[src/rtl/nqe_pkg.sv]
// ----------------------------------------------------------------------------
// N-queens enumerator package
// Shared constants and the sequencer state type of the N-queens enumerator.
// ----------------------------------------------------------------------------
package nqe_pkg;

    localparam int MAX_QUEENS_DEFAULT = 8;
    localparam int SHOWN_COLS         = 8;
    localparam int ROW_OUT_W          = 3;
    localparam int COUNT_W            = 8;
    localparam int CFG_W              = 4;

    localparam logic [CFG_W-1:0] BOARD_SIZE_RESET = 4'd8;

    typedef enum logic [1:0] {
        ST_IDLE,
        ST_SEARCH,
        ST_CHECK,
        ST_DONE
    } state_t;

endpackage

[src/rtl/n_queens_solution_enumerator.sv]
// ----------------------------------------------------------------------------
// N-queens solution enumerator
// Search time is data dependent: the sequencer steps through candidate rows,
// backtrack steps and a final decision; the single compare unit checks a
// candidate to each earlier column; the result is offered in the next cycle.
// Requests: one at a time; the next is taken after the result leaves.
// Reset: board size 8, empty board, count zero; the row stack is not cleared.
// ----------------------------------------------------------------------------
module n_queens_solution_enumerator #(
    parameter int MAX_QUEENS = nqe_pkg::MAX_QUEENS_DEFAULT
) (
    input  logic                           clk,
    input  logic                           rst_n,
    input  logic                           cfg_valid,
    output logic                           cfg_ready,
    input  logic [nqe_pkg::CFG_W-1:0]      board_size,
    input  logic                           in_valid,
    output logic                           in_stall,
    input  logic                           restart,
    output logic                           out_valid,
    input  logic                           out_stall,
    output logic                           found,
    output logic [nqe_pkg::COUNT_W-1:0]    solution_number,
    output logic [nqe_pkg::ROW_OUT_W-1:0]  row_of_col0,
    output logic [nqe_pkg::ROW_OUT_W-1:0]  row_of_col1,
    output logic [nqe_pkg::ROW_OUT_W-1:0]  row_of_col2,
    output logic [nqe_pkg::ROW_OUT_W-1:0]  row_of_col3,
    output logic [nqe_pkg::ROW_OUT_W-1:0]  row_of_col4,
    output logic [nqe_pkg::ROW_OUT_W-1:0]  row_of_col5,
    output logic [nqe_pkg::ROW_OUT_W-1:0]  row_of_col6,
    output logic [nqe_pkg::ROW_OUT_W-1:0]  row_of_col7
);

    import nqe_pkg::*;

    // Column and row counters must hold the board size itself; stack indexes
    // only need to reach the last column.
    localparam int CW = $clog2(MAX_QUEENS + 1);
    localparam int IW = (MAX_QUEENS > 1) ? $clog2(MAX_QUEENS) : 1;
    localparam int NW = (CW > CFG_W) ? CW : CFG_W;

    state_t state_reg, state_next;

    logic [CFG_W-1:0]     board_size_reg, board_size_next;
    logic [CW-1:0]        col_reg, col_next;
    logic [CW-1:0]        try_reg, try_next;
    logic [IW-1:0]        k_reg, k_next;
    logic [COUNT_W-1:0]   count_reg, count_next;
    logic                 exh_reg, exh_next;

    logic                 found_reg, found_next;
    logic [COUNT_W-1:0]   number_reg, number_next;
    logic [ROW_OUT_W-1:0] rows_reg [SHOWN_COLS];
    logic [ROW_OUT_W-1:0] rows_next [SHOWN_COLS];

    logic [NW-1:0]        bs_wide;
    logic [NW-1:0]        n_wide;
    logic [CW-1:0]        n_size;
    logic [CW-1:0]        col_m1;
    logic [CW-1:0]        k_plus;
    logic [CW-1:0]        rd_wide;

    logic                 wr_en;
    logic [IW-1:0]        wr_addr;
    logic [IW-1:0]        wr_data;
    logic [IW-1:0]        rd_addr;
    logic [IW-1:0]        rd_data;
    logic [IW-1:0]        stack_rows [MAX_QUEENS];
    logic [ROW_OUT_W-1:0] shown_rows [SHOWN_COLS];

    logic                 attacked;
    logic                 give_empty;
    logic                 give_solution;
    logic                 rows_spent;
    logic                 last_check;

    // The board size in use saturates at the number of columns the stack holds.
    assign bs_wide = NW'(board_size_reg);
    assign n_wide  = (bs_wide > NW'(MAX_QUEENS)) ? NW'(MAX_QUEENS) : bs_wide;
    assign n_size  = n_wide[CW-1:0];

    assign col_m1  = col_reg - CW'(1);
    assign k_plus  = CW'(k_reg) + CW'(1);
    assign rd_wide = CW'(rd_data);

    // Decisions taken in the search and check states, one per cycle.
    assign give_empty    = exh_reg || (col_reg > n_size);
    assign give_solution = (col_reg == n_size);
    assign rows_spent    = (try_reg >= n_size);
    assign last_check    = (k_plus == col_reg);

    // The row stack is the explicit recursion: entry c holds the row of the
    // queen in column c for every column below the current one.
    nqe_row_stack #(
        .DEPTH (MAX_QUEENS),
        .IW    (IW)
    ) u_stack (
        .clk     (clk),
        .wr_en   (wr_en),
        .wr_addr (wr_addr),
        .wr_data (wr_data),
        .rd_addr (rd_addr),
        .rd_data (rd_data),
        .rows    (stack_rows)
    );

    // The shared compare unit tests the candidate row against column k_reg.
    nqe_conflict_unit #(
        .W (CW)
    ) u_conflict (
        .cand_row  (try_reg),
        .other_row (rd_wide),
        .col_dist  (col_reg - CW'(k_reg)),
        .attacked  (attacked)
    );

    // Result row fields: columns at or beyond the board read as zero, and only
    // the low three bits of a row are shown.
    genvar c;
    generate
        for (c = 0; c < SHOWN_COLS; c++)
        begin : g_shown
            if (c < MAX_QUEENS)
            begin : g_col
                logic [IW+ROW_OUT_W-1:0] row_ext;
                assign row_ext = {{ROW_OUT_W{1'b0}}, stack_rows[c]};
                assign shown_rows[c] = (CW'(c) < n_size) ? row_ext[ROW_OUT_W-1:0] : '0;
            end
            else
            begin : g_none
                assign shown_rows[c] = '0;
            end
        end
    endgenerate

    // Next state of the sequencer.
    always_comb
    begin
        state_next = state_reg;
        case (state_reg)
            ST_IDLE:
            begin
                if (!cfg_valid && in_valid)
                begin
                    state_next = ST_SEARCH;
                end
            end
            ST_SEARCH:
            begin
                if (give_empty || give_solution)
                begin
                    state_next = ST_DONE;
                end
                else if (!rows_spent && (col_reg != '0))
                begin
                    state_next = ST_CHECK;
                end
            end
            ST_CHECK:
            begin
                if (attacked || last_check)
                begin
                    state_next = ST_SEARCH;
                end
            end
            ST_DONE:
            begin
                if (!out_stall)
                begin
                    state_next = ST_IDLE;
                end
            end
            default:
            begin
                state_next = ST_IDLE;
            end
        endcase
    end

    // Handshake outputs and the stack read address of the sequencer. In the
    // search state the stack is read one column back, for backtracking.
    always_comb
    begin
        cfg_ready = 1'b0;
        in_stall  = 1'b1;
        out_valid = 1'b0;
        rd_addr   = k_reg;
        case (state_reg)
            ST_IDLE:
            begin
                cfg_ready = 1'b1;
                in_stall  = cfg_valid;
            end
            ST_SEARCH:
            begin
                rd_addr = col_m1[IW-1:0];
            end
            ST_CHECK:
            begin
                rd_addr = k_reg;
            end
            ST_DONE:
            begin
                out_valid = 1'b1;
            end
            default:
            begin
                in_stall = 1'b1;
            end
        endcase
    end

    // Search datapath: the state of the backtracking walk and the result.
    always_comb
    begin
        board_size_next = board_size_reg;
        col_next        = col_reg;
        try_next        = try_reg;
        k_next          = k_reg;
        count_next      = count_reg;
        exh_next        = exh_reg;
        found_next      = found_reg;
        number_next     = number_reg;
        rows_next       = rows_reg;
        wr_en           = 1'b0;
        wr_addr         = col_reg[IW-1:0];
        wr_data         = try_reg[IW-1:0];

        case (state_reg)
            ST_IDLE:
            begin
                // A configuration write also starts the enumeration over.
                if (cfg_valid)
                begin
                    board_size_next = board_size;
                    col_next        = '0;
                    try_next        = '0;
                    count_next      = '0;
                    exh_next        = 1'b0;
                end
                else if (in_valid && restart)
                begin
                    col_next   = '0;
                    try_next   = '0;
                    count_next = '0;
                    exh_next   = 1'b0;
                end
            end
            ST_SEARCH:
            begin
                if (give_empty)
                begin
                    exh_next    = 1'b1;
                    found_next  = 1'b0;
                    number_next = '0;
                    for (int i = 0; i < SHOWN_COLS; i++)
                    begin
                        rows_next[i] = '0;
                    end
                end
                else if (give_solution)
                begin
                    found_next  = 1'b1;
                    number_next = count_reg;
                    rows_next   = shown_rows;
                    count_next  = count_reg + COUNT_W'(1);
                    // Resume from the last column with its next row; an empty
                    // board has only the one solution.
                    if (n_size == '0)
                    begin
                        exh_next = 1'b1;
                    end
                    else
                    begin
                        col_next = col_m1;
                        try_next = rd_wide + CW'(1);
                    end
                end
                else if (rows_spent)
                begin
                    if (col_reg == '0)
                    begin
                        exh_next = 1'b1;
                    end
                    else
                    begin
                        col_next = col_m1;
                        try_next = rd_wide + CW'(1);
                    end
                end
                else if (col_reg == '0)
                begin
                    // The first column has nothing to conflict with.
                    wr_en    = 1'b1;
                    col_next = col_reg + CW'(1);
                    try_next = '0;
                end
                else
                begin
                    k_next = '0;
                end
            end
            ST_CHECK:
            begin
                if (attacked)
                begin
                    try_next = try_reg + CW'(1);
                end
                else if (last_check)
                begin
                    wr_en    = 1'b1;
                    col_next = col_reg + CW'(1);
                    try_next = '0;
                end
                else
                begin
                    k_next = k_plus[IW-1:0];
                end
            end
            ST_DONE:
            begin
                wr_en = 1'b0;
            end
            default:
            begin
                wr_en = 1'b0;
            end
        endcase
    end

    always_ff @(posedge clk or negedge rst_n)
    begin
        if (!rst_n)
        begin
            state_reg      <= ST_IDLE;
            board_size_reg <= BOARD_SIZE_RESET;
            col_reg        <= '0;
            try_reg        <= '0;
            count_reg      <= '0;
            exh_reg        <= 1'b0;
        end
        else
        begin
            state_reg      <= state_next;
            board_size_reg <= board_size_next;
            col_reg        <= col_next;
            try_reg        <= try_next;
            count_reg      <= count_next;
            exh_reg        <= exh_next;
        end
    end

    // Column index and result registers carry payload only.
    always_ff @(posedge clk)
    begin
        k_reg      <= k_next;
        found_reg  <= found_next;
        number_reg <= number_next;
        rows_reg   <= rows_next;
    end

    assign found           = found_reg;
    assign solution_number = number_reg;
    assign row_of_col0     = rows_reg[0];
    assign row_of_col1     = rows_reg[1];
    assign row_of_col2     = rows_reg[2];
    assign row_of_col3     = rows_reg[3];
    assign row_of_col4     = rows_reg[4];
    assign row_of_col5     = rows_reg[5];
    assign row_of_col6     = rows_reg[6];
    assign row_of_col7     = rows_reg[7];

endmodule

[src/rtl/nqe_conflict_unit.sv]
// ----------------------------------------------------------------------------
// N-queens conflict unit
// Compares a candidate row against one earlier queen for a row or diagonal hit.
// ----------------------------------------------------------------------------
module nqe_conflict_unit #(
    parameter int W = 4
) (
    input  logic [W-1:0] cand_row,
    input  logic [W-1:0] other_row,
    input  logic [W-1:0] col_dist,
    output logic         attacked
);

    logic [W-1:0] row_diff;

    always_comb
    begin
        if (other_row > cand_row)
        begin
            row_diff = other_row - cand_row;
        end
        else
        begin
            row_diff = cand_row - other_row;
        end
    end

    // Same row, or the row distance equals the column distance.
    assign attacked = (row_diff == '0) || (row_diff == col_dist);

endmodule

[src/rtl/nqe_row_stack.sv]
// ----------------------------------------------------------------------------
// N-queens row stack
// Holds the row placed in each column, with one write and one selected read.
// ----------------------------------------------------------------------------
module nqe_row_stack #(
    parameter int DEPTH = 8,
    parameter int IW    = 3
) (
    input  logic          clk,
    input  logic          wr_en,
    input  logic [IW-1:0] wr_addr,
    input  logic [IW-1:0] wr_data,
    input  logic [IW-1:0] rd_addr,
    output logic [IW-1:0] rd_data,
    output logic [IW-1:0] rows [DEPTH]
);

    logic [IW-1:0] rows_reg [DEPTH];

    always_ff @(posedge clk)
    begin
        if (wr_en)
        begin
            rows_reg[wr_addr] <= wr_data;
        end
    end

    assign rd_data = rows_reg[rd_addr];
    assign rows    = rows_reg;

endmodule

[config.mk]
export PLATFORM = sky130hd
export DESIGN_NAME = n_queens_solution_enumerator
export DESIGN_NICKNAME = d
export VERILOG_FILES = /design/src/rtl/nqe_pkg.sv /design/src/rtl/n_queens_solution_enumerator.sv /design/src/rtl/nqe_conflict_unit.sv /design/src/rtl/nqe_row_stack.sv
export SDC_FILE = /design/constraint.sdc
export NUM_CORES = 1
export LEC_CHECK = 0
export BUFFER_PORTS_ARGS = -buffer_cell sky130_fd_sc_hd__buf_2
export CORE_UTILIZATION = 53
export CTS_BUF_LIST = sky130_fd_sc_hd__clkbuf_16
export CTS_CLUSTER_SIZE = 8
export DETAILED_ROUTE_END_ITERATION = 6
export HOLD_SLACK_MARGIN = 0.15
export PLACE_DENSITY = 0.85
export SLEW_MARGIN = 20
export SYNTH_ARGS = -nofsm -noshare
export SYNTH_HDL_FRONTEND = slang
export SYNTH_SLANG_ARGS = --single-unit
export TNS_END_PERCENT = 30
[constraint.sdc]
create_clock -name clk -period 11.1 [get_ports clk]
set_input_delay 0.555 -clock clk [delete_from_list [all_inputs] [get_ports clk]]
set_output_delay 0.555 -clock clk [all_outputs]
set_load 0.005 [all_outputs]
==> results of run 1 <==
-- kinds of logic (layout without fill, tap and decap cells) --
logic type               count (synthesis)  count (layout)  synth area share
XOR/XNOR                                20              20            0.0373
multiplexers                            33              33            0.0741
AND/OR/NAND/NOR                        128             128             0.146
AO/OA/AOI/OAI                           70              70             0.116
adder cells (fa/ha/maj)                 32              32            0.0900
buffers and inverters                   35              85            0.0298
flip-flops                              83              83             0.506
-- per-layer routing --
metal / wire length (um) / track usage
met4: 299 / 0.102
met1: 4100 / 0.292
met3: 608 / 0.0419
met5: 0 / 0
met2: 4900 / 0.387
-- area by class of cell --
type | instances | share of cell area
Sequential cell | 83 | 0.447
Multi-Input combinational cell | 283 | 0.411
Timing Repair Buffer | 47 | 0.0489
Clock buffer | 9 | 0.0423
Tap cell | 105 | 0.0247
Inverter | 22 | 0.0155
Clock inverter | 7 | 0.0108
-- placed cells by master (no fill, tap or decap), drive strengths merged, types with 7 or more instances in the layout --
cell type,count
ha,29
xor2,13
and3,17
clkbuf,9
a21oi,13
nor2b,7
nand3,9
nor2,21
edfxtp,60
nor3,9
mux2,11
dfrtp,22
buf,47
mux2i,22
xnor2,7
nand2,23
o21ai,17
inv,26
and2,19
-- path summary, 6_finish.rpt --
check | start | end
worst min register to register | count_reg[7] | count_reg[7]
worst max-delay path | state_reg[1] | u_stack.rows[17]
max in group asynchronous | rst_n | board_size_reg[3]
worst min-delay path | rst_n | count_reg[3]
min in group clk | board_size[3] | board_size_reg[3]
worst max register to register | state_reg[1] | u_stack.rows[17]
-- through the flow --
| stage | setup slack [ns] | utilization | hold WS [ns] | instance area (sq um) |
|---|---|---|---|---|
| floorplan | 6.32 | - | 0.259 | 4700 |
| global placement | 5.98 | 0.598 | 0.517 | 5010 |
| finish | 5.53 | 0.635 | 0.186 | 5330 |
| CTS | 5.57 | 0.632 | 0.201 | 5300 |
| global route | 5.20 | 0.635 | 0.225 | 5330 |
| detailed placement | 5.63 | 0.598 | 0.534 | 5010 |
-- cell usage after synthesis (all sizes together), types with 11 or more instances --
| cell type | number | share of area |
|---|---|---|
| and2 | 19 | 0.025 |
| xor2 | 13 | 0.024 |
| o21ai | 17 | 0.019 |
| nand2 | 23 | 0.018 |
| and3 | 17 | 0.023 |
| clkbuf | 11 | 0.0088 |
| mux2i | 22 | 0.047 |
| ha | 29 | 0.077 |
| a21oi | 13 | 0.014 |
| edfxtp | 60 | 0.38 |
| mux2 | 11 | 0.027 |
| inv | 21 | 0.017 |
| dfrtp | 22 | 0.12 |
| nor2 | 21 | 0.017 |
==> flow_summary.toml, run 1 <==
[place]
dp.cells = 539
hpwlAfterDp_um = 7200
place.port_buffers = 45
placer_s_final_routability_congestion_estimate = 0.980

[critical_path]
start_to_end_type_of_the_worst_setup_path = "register to register"
top_cell_family_by_delay_on_the_critical_path = "multiplexers"
crit_top_cell = "mux2i_1"
rr_worst_depth = 17
path_max_fanout = 12
critPathRequiredTime_ns = 11.07
worstPathArrival_ns = 5.54
timing.critical_path.depth = 17
reg2reg_setup_slack_ns = 5.53
worstSetupEndpointType = "register"
cp_slowest_cell = "mux2i_1"
start_kind = "register"
critPathBufInv = 3
max_stage_delay_ns = 0.71
cp_cell_sequence = "inv_1, ha_1, clkinv_1, mux2i_1, mux2i_1, mux2_2, inv_1, ha_1, fa_1, and2b_1, o21ai_2, mux2i_1, xnor2_1, o41a_1, o21a_2, a31oi_4, nor4_1"

[yosys]
syn_avg_cell_area_sq_um = 11.7
synthesis.instances = 401
total_nets_after_synthesis = 443
synth_edf_count = 60
yosys_warnings = 0
ys_dominant_reg_cell = "edfxtp_1"
yosysSeqAreaShare = 0.506
ys_async_sr_fraction = 0.277
synth_seq_cells = 83
synthDistinctLibCells = 60
syn_area_sq_mm = 0.00470

[routing]
pre_repair_dr_iteration_count = 5
drt_iter0_markers = 198
drt_wl_total_um = 9910
drcViolationCount = 0
avgViaCountPerCell = 6.14
via_count = 3413
detail-route-antenna-nets = 0
average_wire_per_cell_in_the_routed_design_um = 17.8

[finish]
fill_cells = 623
multiInputGateArea_sq_mm = 0.00219
number_of_flip_flops_in_the_largest_register = 24
finalNonFillerCells = 556
area_growth_pct = 13.4
post_route_cells_drive_above_1_share = 0.197
num_antenna_cells = 0
seqCellArea_sq_mm = 0.00238
finish.net_count = 488

[global_route]
grt_pass1_wl_um = 15900
global_route.usage.total = 0.231
grt_max_degree = 36
grt-ovfl-total = 0
antenna_found_initial = 0
vias_in_the_first_global_route = 3242

[die]
floorplan.io_pins = 46
initial_core_util = 0.560
die-area_sq_mm = 0.00924
dieWidth_um = 96.1
core_sq_mm = 0.00838
count_of_standard_cell_rows = 33
die_y_um = 96.1

[clock_network]
cts.root.buffer_cell = "clkbuf_16"
cts_inserted_buffers = 9
cts_tree = "yes"
postCtsResizedCells = 0
clkLatencyLatePin_ns = 0.34
cts_hold_buffers = 0
cts_htree_levels = 3
cts.sinks = 83
post_cts.repair.setup_buffers = 0
clock_tree.buffer_depth = 2
cts.clk_slew.worst_paths_ns = 0.07

[sta]
number_of_hold_violations_in_the_final_report = 0
final_period_minus_worst_setup_slack_ns = 5.57
final_setup_violation_count = 0
report.final.slew_viol_count = 0
timing.setup.tns_ns = 0
grt_setup_unrepaired = "false"
clock.fmax_mhz = 180
relative_slew_margins = 0.478
tightestPinTransition_ns = 0.762
clock-skew-final_ns = 0.00359
share_of_the_clock_period_used_by_the_worst_path_after_layout = 0.502

[flow_run]
cap_viol_max_count = 0

[worst_hold_path]
hold_class = "primary input to asynchronous set/reset pin"

[outcome]
status = "finished clean"
Power of run 1 is left out: the tool's default activity adds up to more than one toggle a clock period on the data nets, which glitch-free logic cannot reach.
==> run 2, diff against run 1 <==
--- a/config.mk
+++ b/config.mk
@@ -5,13 +5,14 @@
 export SDC_FILE = /design/constraint.sdc
 export NUM_CORES = 1
 export LEC_CHECK = 0
+export ABC_AREA = 1
 export BUFFER_PORTS_ARGS = -buffer_cell sky130_fd_sc_hd__buf_2
 export CORE_UTILIZATION = 53
 export CTS_BUF_LIST = sky130_fd_sc_hd__clkbuf_16
 export CTS_CLUSTER_SIZE = 8
 export DETAILED_ROUTE_END_ITERATION = 6
 export HOLD_SLACK_MARGIN = 0.15
-export PLACE_DENSITY = 0.85
+export PLACE_DENSITY = 0.87
 export SLEW_MARGIN = 20
 export SYNTH_ARGS = -nofsm -noshare
 export SYNTH_HDL_FRONTEND = slang
==> constraint.sdc (replaced) <==
create_clock -name clk -period 4.5 [get_ports clk]
set_input_delay 0.225 -clock clk [delete_from_list [all_inputs] [get_ports clk]]
set_output_delay 0.225 -clock clk [all_outputs]
set_load 0.005 [all_outputs]
==> flow_summary.toml, run 2 <==
[clock_network]
cts_tree = "yes"
clkLatencyLatePin_ns = 0.34
cts.clk_slew.worst_paths_ns = 0.07
post_cts.repair.setup_buffers = 0
cts.sinks = 83
cts_inserted_buffers = 9
clock_tree.buffer_depth = 2
cts_htree_levels = 3
cts.root.buffer_cell = "clkbuf_16"

[place]
place.port_buffers = 45
placer_s_final_routability_congestion_estimate = 0.972
hpwlAfterDp_um = 7960

[yosys]
syn_area_sq_mm = 0.00486
synth_area_leaders = "edfxtp_1 (37%), dfrtp_1 (11%), ha_1 (7.5%), nand2_1 (7.1%), inv_1 (6.2%)"
yosys_warnings = 0
yosysSeqAreaShare = 0.489
synth_most_common_cell = "nand2_1"
synth_edf_count = 60
syn_avg_cell_area_sq_um = 9.10
synth_seq_cells = 83
synthesis.instances = 534
synthTopCellsByCount = "nand2_1 (92), inv_1 (80), nor2_1 (65)"
total_nets_after_synthesis = 576
synth_largest_area_cell = "edfxtp_1"
yosys.area.top_type_share = 0.371
synthDistinctLibCells = 44
ys_async_sr_fraction = 0.277
ys_dominant_reg_cell = "edfxtp_1"

[outcome]
violations = "design-rule violations"
status = "complete, but fails checks"

[routing]
avgViaCountPerCell = 5.69
drcViolationCount = 12
average_wire_per_cell_in_the_routed_design_um = 15.9
detail-route-antenna-nets = 0
via_count = 3998
drt_iter0_markers = 359
pre_repair_dr_iteration_count = 7
drt_wl_total_um = 11200

[sta]
number_of_hold_violations_in_the_final_report = 0
timing.setup.tns_ns = 0
grt_setup_unrepaired = "false"
relative_slew_margins = 0.589
clock.fmax_mhz = 238
final_period_minus_worst_setup_slack_ns = 4.20
report.final.slew_viol_count = 0
tightestPinTransition_ns = 0.616
share_of_the_clock_period_used_by_the_worst_path_after_layout = 0.934
final_setup_violation_count = 0
clock-skew-final_ns = 0.0110

[finish]
number_of_flip_flops_in_the_largest_register = 24
finish.net_count = 632
layout_common_cells = "nand2_1 (92), inv_1 (80), nor2_1 (65), edfxtp_1 (60), buf_2 (45)"
post_route_cells_drive_above_1_share = 0.176
fill_cells = 652
layout.cells.most_common = "nand2_1"
area_growth_pct = 15.0
num_antenna_cells = 0

[critical_path]
path_max_fanout = 9
start_to_end_type_of_the_worst_setup_path = "register to register"
worstSetupEndpointType = "register"
rr_worst_depth = 24
start_kind = "register"
critPathRequiredTime_ns = 4.52
worstPathArrival_ns = 4.22

[die]
initial_core_util = 0.552
dieWidth_um = 97.8
core_sq_mm = 0.00881
count_of_standard_cell_rows = 34
die_y_um = 97.8
die-area_sq_mm = 0.00956
floorplan.io_pins = 46

[global_route]
vias_in_the_first_global_route = 3941
grt_max_degree = 35
global_route.usage.total = 0.240
grt-ovfl-total = 0
grt_pass1_wl_um = 18000
antenna_found_initial = 0

[worst_hold_path]
hold_class = "primary input to register"
whs_path_depth = 3

[flow_run]
cap_viol_max_count = 0
## run 2: cell types whose count changed after synthesis, moves of 17 or more
cell | before | now
and3_1 | 17 | 0
and2_1 | 19 | 0
inv_1 | 21 | 80
nand2_1 | 23 | 92
nand3_1 | 9 | 35
mux2i_1 | 22 | 0
nor2_1 | 21 | 65
## run 2: final cells by class
| cell class | instances | area (sq um) | share of cell area |
|---|---|---|---|
| flip-flops and latches | 83 | 2380 | 0.426 |
| multi-input cells | 353 | 2090 | 0.375 |
| inverters | 89 | 334 | 0.0598 |
| repair buffers | 54 | 303 | 0.0542 |
| clock buffers | 11 | 275 | 0.0493 |
| well taps | 108 | 135 | 0.0242 |
| clock inverters | 5 | 67.6 | 0.0121 |
## run 2: logic make-up after synthesis
family | after synthesis | synth area share
and+or+nand+nor | 231 | 0.219
AOI/OAI and AO/OA | 71 | 0.0898
xor gates and xnor gates | 17 | 0.0306
DFF | 83 | 0.489
muxes | 1 | 0.00232
adders and majority gates | 32 | 0.0870
buffers and inverters | 99 | 0.0821
## run 2: worst paths after layout
path	startpoint	to	slack, ns
max in group asynchronous	rst_n	board_size_reg[3]	3.74
min in group asynchronous	rst_n	board_size_reg[1]	0.40
worst max-delay path	state_reg[1]	u_stack.rows[18]	0.30
worst min-delay path	board_size[2]	board_size_reg[2]	0.15
worst min register to register	count_reg[4]	count_reg[4]	0.52
worst max register to register	state_reg[1]	u_stack.rows[18]	0.30
## run 2: worst max-delay path, stage by stage, from the launching register on
cell     delay [ns]
dfrtp_1        0.41
inv_1          0.12
ha_2           0.35
nand2_1        0.15
o21ai_4        0.17
inv_2          0.11
a21oi_1        0.16
o21ai_1        0.12
nand3_1        0.10
o21ai_1        0.13
ha_1           0.27
fa_1           0.42
inv_1          0.09
nand2_2        0.06
nand2_4        0.09
nand3_2        0.10
nand2_1        0.12
nand3_1        0.07
nand3_1        0.11
nor2_2         0.06
nand2_4        0.07
nand2_4        0.09
o21ai_4        0.16
nand2_2        0.10
nor2_1         0.24
## run 2: routing by layer
| layer | track usage | up-vias | part of all wire | routed length [um] |
|---|---|---|---|---|
| met5 | 0 | - | 0 | 0 |
| met4 | 0.125 | 0 | 0.037 | 412 |
| met3 | 0.0415 | 43 | 0.084 | 933 |
| met2 | 0.416 | 224 | 0.49 | 5490 |
| met1 | 0.287 | 1859 | 0.39 | 4320 |
| li1 | - | 1872 | - | - |
## run 2: what timing repair did
action                                  CTS  global route
hold buffers                              4             0
endpoints found under the setup margin    0            24
gates resized for setup                   0             1
endpoints found under the hold margin    25             0
## run 2: metrics by stage
step                 util  setup slack [ns]  hold WS (ns)  std cells  area, sq um
global route        0.635            0.0488         0.190        703         5590
finish              0.635             0.296         0.155        703         5590
CTS                 0.633             0.260         0.161        702         5580
global placement    0.590             0.540         0.225        682         5190
floorplan               -             0.909       -0.0706        534         4860
detailed placement  0.590             0.315         0.231        682         5190
Power of run 2 is left out for the same reason.
==> run 3, diff against run 2 <==
--- a/config.mk
+++ b/config.mk
@@ -7,12 +7,13 @@
 export LEC_CHECK = 0
 export ABC_AREA = 1
 export BUFFER_PORTS_ARGS = -buffer_cell sky130_fd_sc_hd__buf_2
+export CORE_ASPECT_RATIO = 0.6
 export CORE_UTILIZATION = 53
-export CTS_BUF_LIST = sky130_fd_sc_hd__clkbuf_16
+export CTS_BUF_LIST = sky130_fd_sc_hd__clkbuf_8 sky130_fd_sc_hd__clkbuf_16
 export CTS_CLUSTER_SIZE = 8
 export DETAILED_ROUTE_END_ITERATION = 6
 export HOLD_SLACK_MARGIN = 0.15
-export PLACE_DENSITY = 0.87
+export PLACE_DENSITY = 0.85
 export SLEW_MARGIN = 20
 export SYNTH_ARGS = -nofsm -noshare
 export SYNTH_HDL_FRONTEND = slang
==> constraint.sdc (replaced) <==
create_clock -name clk -period 4.39 [get_ports clk]
set_input_delay 0.2195 -clock clk [delete_from_list [all_inputs] [get_ports clk]]
set_output_delay 0.2195 -clock clk [all_outputs]
set_load 0.005 [all_outputs]
==> flow_summary.toml, run 3 (same netlist as run 2, synthesis figures left out) <==
[die]
die_y_um = 76.2
dieWidth_um = 126
core_sq_mm = 0.00869
initial_core_util = 0.560
count_of_standard_cell_rows = 26
floorplan.io_pins = 46
die-area_sq_mm = 0.00957

[place]
placer_s_final_routability_congestion_estimate = 0.990
hpwlAfterDp_um = 8290
place.port_buffers = 45

[routing]
pre_repair_dr_iteration_count = 7
drt_wl_total_um = 11400
via_count = 3910
drcViolationCount = 8
drt_iter0_markers = 350
detail-route-antenna-nets = 0
avgViaCountPerCell = 5.52
average_wire_per_cell_in_the_routed_design_um = 16.1

[clock_network]
clkLatencyLatePin_ns = 0.35
cts.root.buffer_cell = "clkbuf_16"
cts_tree = "yes"
cts_inserted_buffers = 9
clock_tree.buffer_depth = 2
cts.clk_slew.worst_paths_ns = 0.06
cts_htree_levels = 3
cts.sinks = 83

[sta]
final_setup_violation_count = 0
final_period_minus_worst_setup_slack_ns = 4.10
report.final.slew_viol_count = 0
tightestPinTransition_ns = 0.583
clock-skew-final_ns = 0.00588
clock.fmax_mhz = 244
share_of_the_clock_period_used_by_the_worst_path_after_layout = 0.935
number_of_hold_violations_in_the_final_report = 0
holdWs_ns = 0.322
timing.setup.tns_ns = 0
relative_slew_margins = 0.612
grt_setup_unrepaired = "false"

[finish]
number_of_flip_flops_in_the_largest_register = 24
post_route_cells_drive_above_1_share = 0.178
layout_common_cells = "nand2_1 (92), inv_1 (80), nor2_1 (65), edfxtp_1 (60), buf_2 (45)"
layout.cells.most_common = "nand2_1"
finish.net_count = 633
num_antenna_cells = 0
fill_cells = 689
area_growth_pct = 14.7

[critical_path]
start_kind = "register"
top_cell_family_by_delay_on_the_critical_path = "simple AND/OR/NAND/NOR gates"
worstPathArrival_ns = 4.13
worstSetupEndpointType = "register"
path_max_fanout = 9
critPathRequiredTime_ns = 4.42
start_to_end_type_of_the_worst_setup_path = "register to register"
max_stage_delay_ns = 0.42
cp_cell_sequence = "inv_1, ha_4, nand2_1, o21ai_4, inv_2, a21oi_1, o21ai_1, nand3_1, o21ai_1, ha_1, fa_1, inv_1, nand2_2, nand2_4, nand3_2, nand2_1, nand3_1, nand3_1, nor2_2, nand2_4, nand2_4, o21ai_4, nand2_2, nor2_1"
cp_slowest_cell = "dfrtp_1"
critPathBufInv = 3

[flow_run]
cap_viol_max_count = 0

[global_route]
global_route.usage.total = 0.249
vias_in_the_first_global_route = 3765
antenna_found_initial = 0
grt_max_degree = 35
grt_pass1_wl_um = 18300
grt-ovfl-total = 0

[outcome]
status = "complete, but fails checks"
violations = "design-rule violations"

[worst_hold_path]
hold_class = "primary input to register"
run 3: layout make-up:
| class | instances | area [sq um] | area share |
|---|---|---|---|
| multi-input combinational | 353 | 2110 | 0.378 |
| inverter | 89 | 334 | 0.0599 |
| timing repair buffer | 55 | 313 | 0.0561 |
| clock buffer | 9 | 225 | 0.0404 |
| tap | 112 | 140 | 0.0251 |
| sequential | 83 | 2380 | 0.427 |
| clock inverter | 7 | 76.3 | 0.0137 |
run 3: repair_timing:
action	4_1_cts	5_1_grt
hold endpoints to repair	26	0
setup endpoints to repair	0	27
resized for setup	0	3
buffers inserted	0	0
hold buffers	5	0
run 3: worst paths after layout:
check	from	end	slack, ns	depth (start not counted)
setup / recovery	state_reg[1]	u_stack.rows[9]	0.29	24
hold / removal	out_stall	state_reg[1]	0.32	5
setup reg to reg	state_reg[1]	u_stack.rows[9]	0.29	24
hold reg to reg	count_reg[4]	count_reg[4]	0.52	2
max in group asynchronous	rst_n	board_size_reg[3]	3.61	2
min in group asynchronous	rst_n	try_reg[3]	0.40	2
run 3: per-layer routing:
layer / global-route usage / vias up / share of wire
met5: 0 / - / 0.0038
li1: - / 1877 / -
met2: 0.381 / 201 / 0.44
met3: 0.0871 / 19 / 0.10
met1: 0.336 / 1811 / 0.45
met4: 0.0695 / 2 / 0.011
run 3: through the flow:
| stage | cell area [sq um] | cells | worst slack [ns] | util |
|---|---|---|---|---|
| 6_report | 5580 | 708 | 0.285 | 0.642 |
| 4_1_cts | 5550 | 707 | 0.114 | 0.639 |
| 5_1_grt | 5580 | 708 | 0.0415 | 0.642 |
| 2_1_floorplan | 4860 | 534 | 0.799 | - |
| 3_5_place_dp | 5200 | 686 | 0.129 | 0.599 |
| 3_3_place_gp | 5200 | 686 | 0.424 | 0.599 |
run 3: tightest hold or removal path: stages:
cell and delay, ns:
buf_2 0.08, a21oi_1 0.07, o21a_1 0.11, nand3_1 0.08, nand2_1 0.07
Power of run 3 is left out for the same reason.
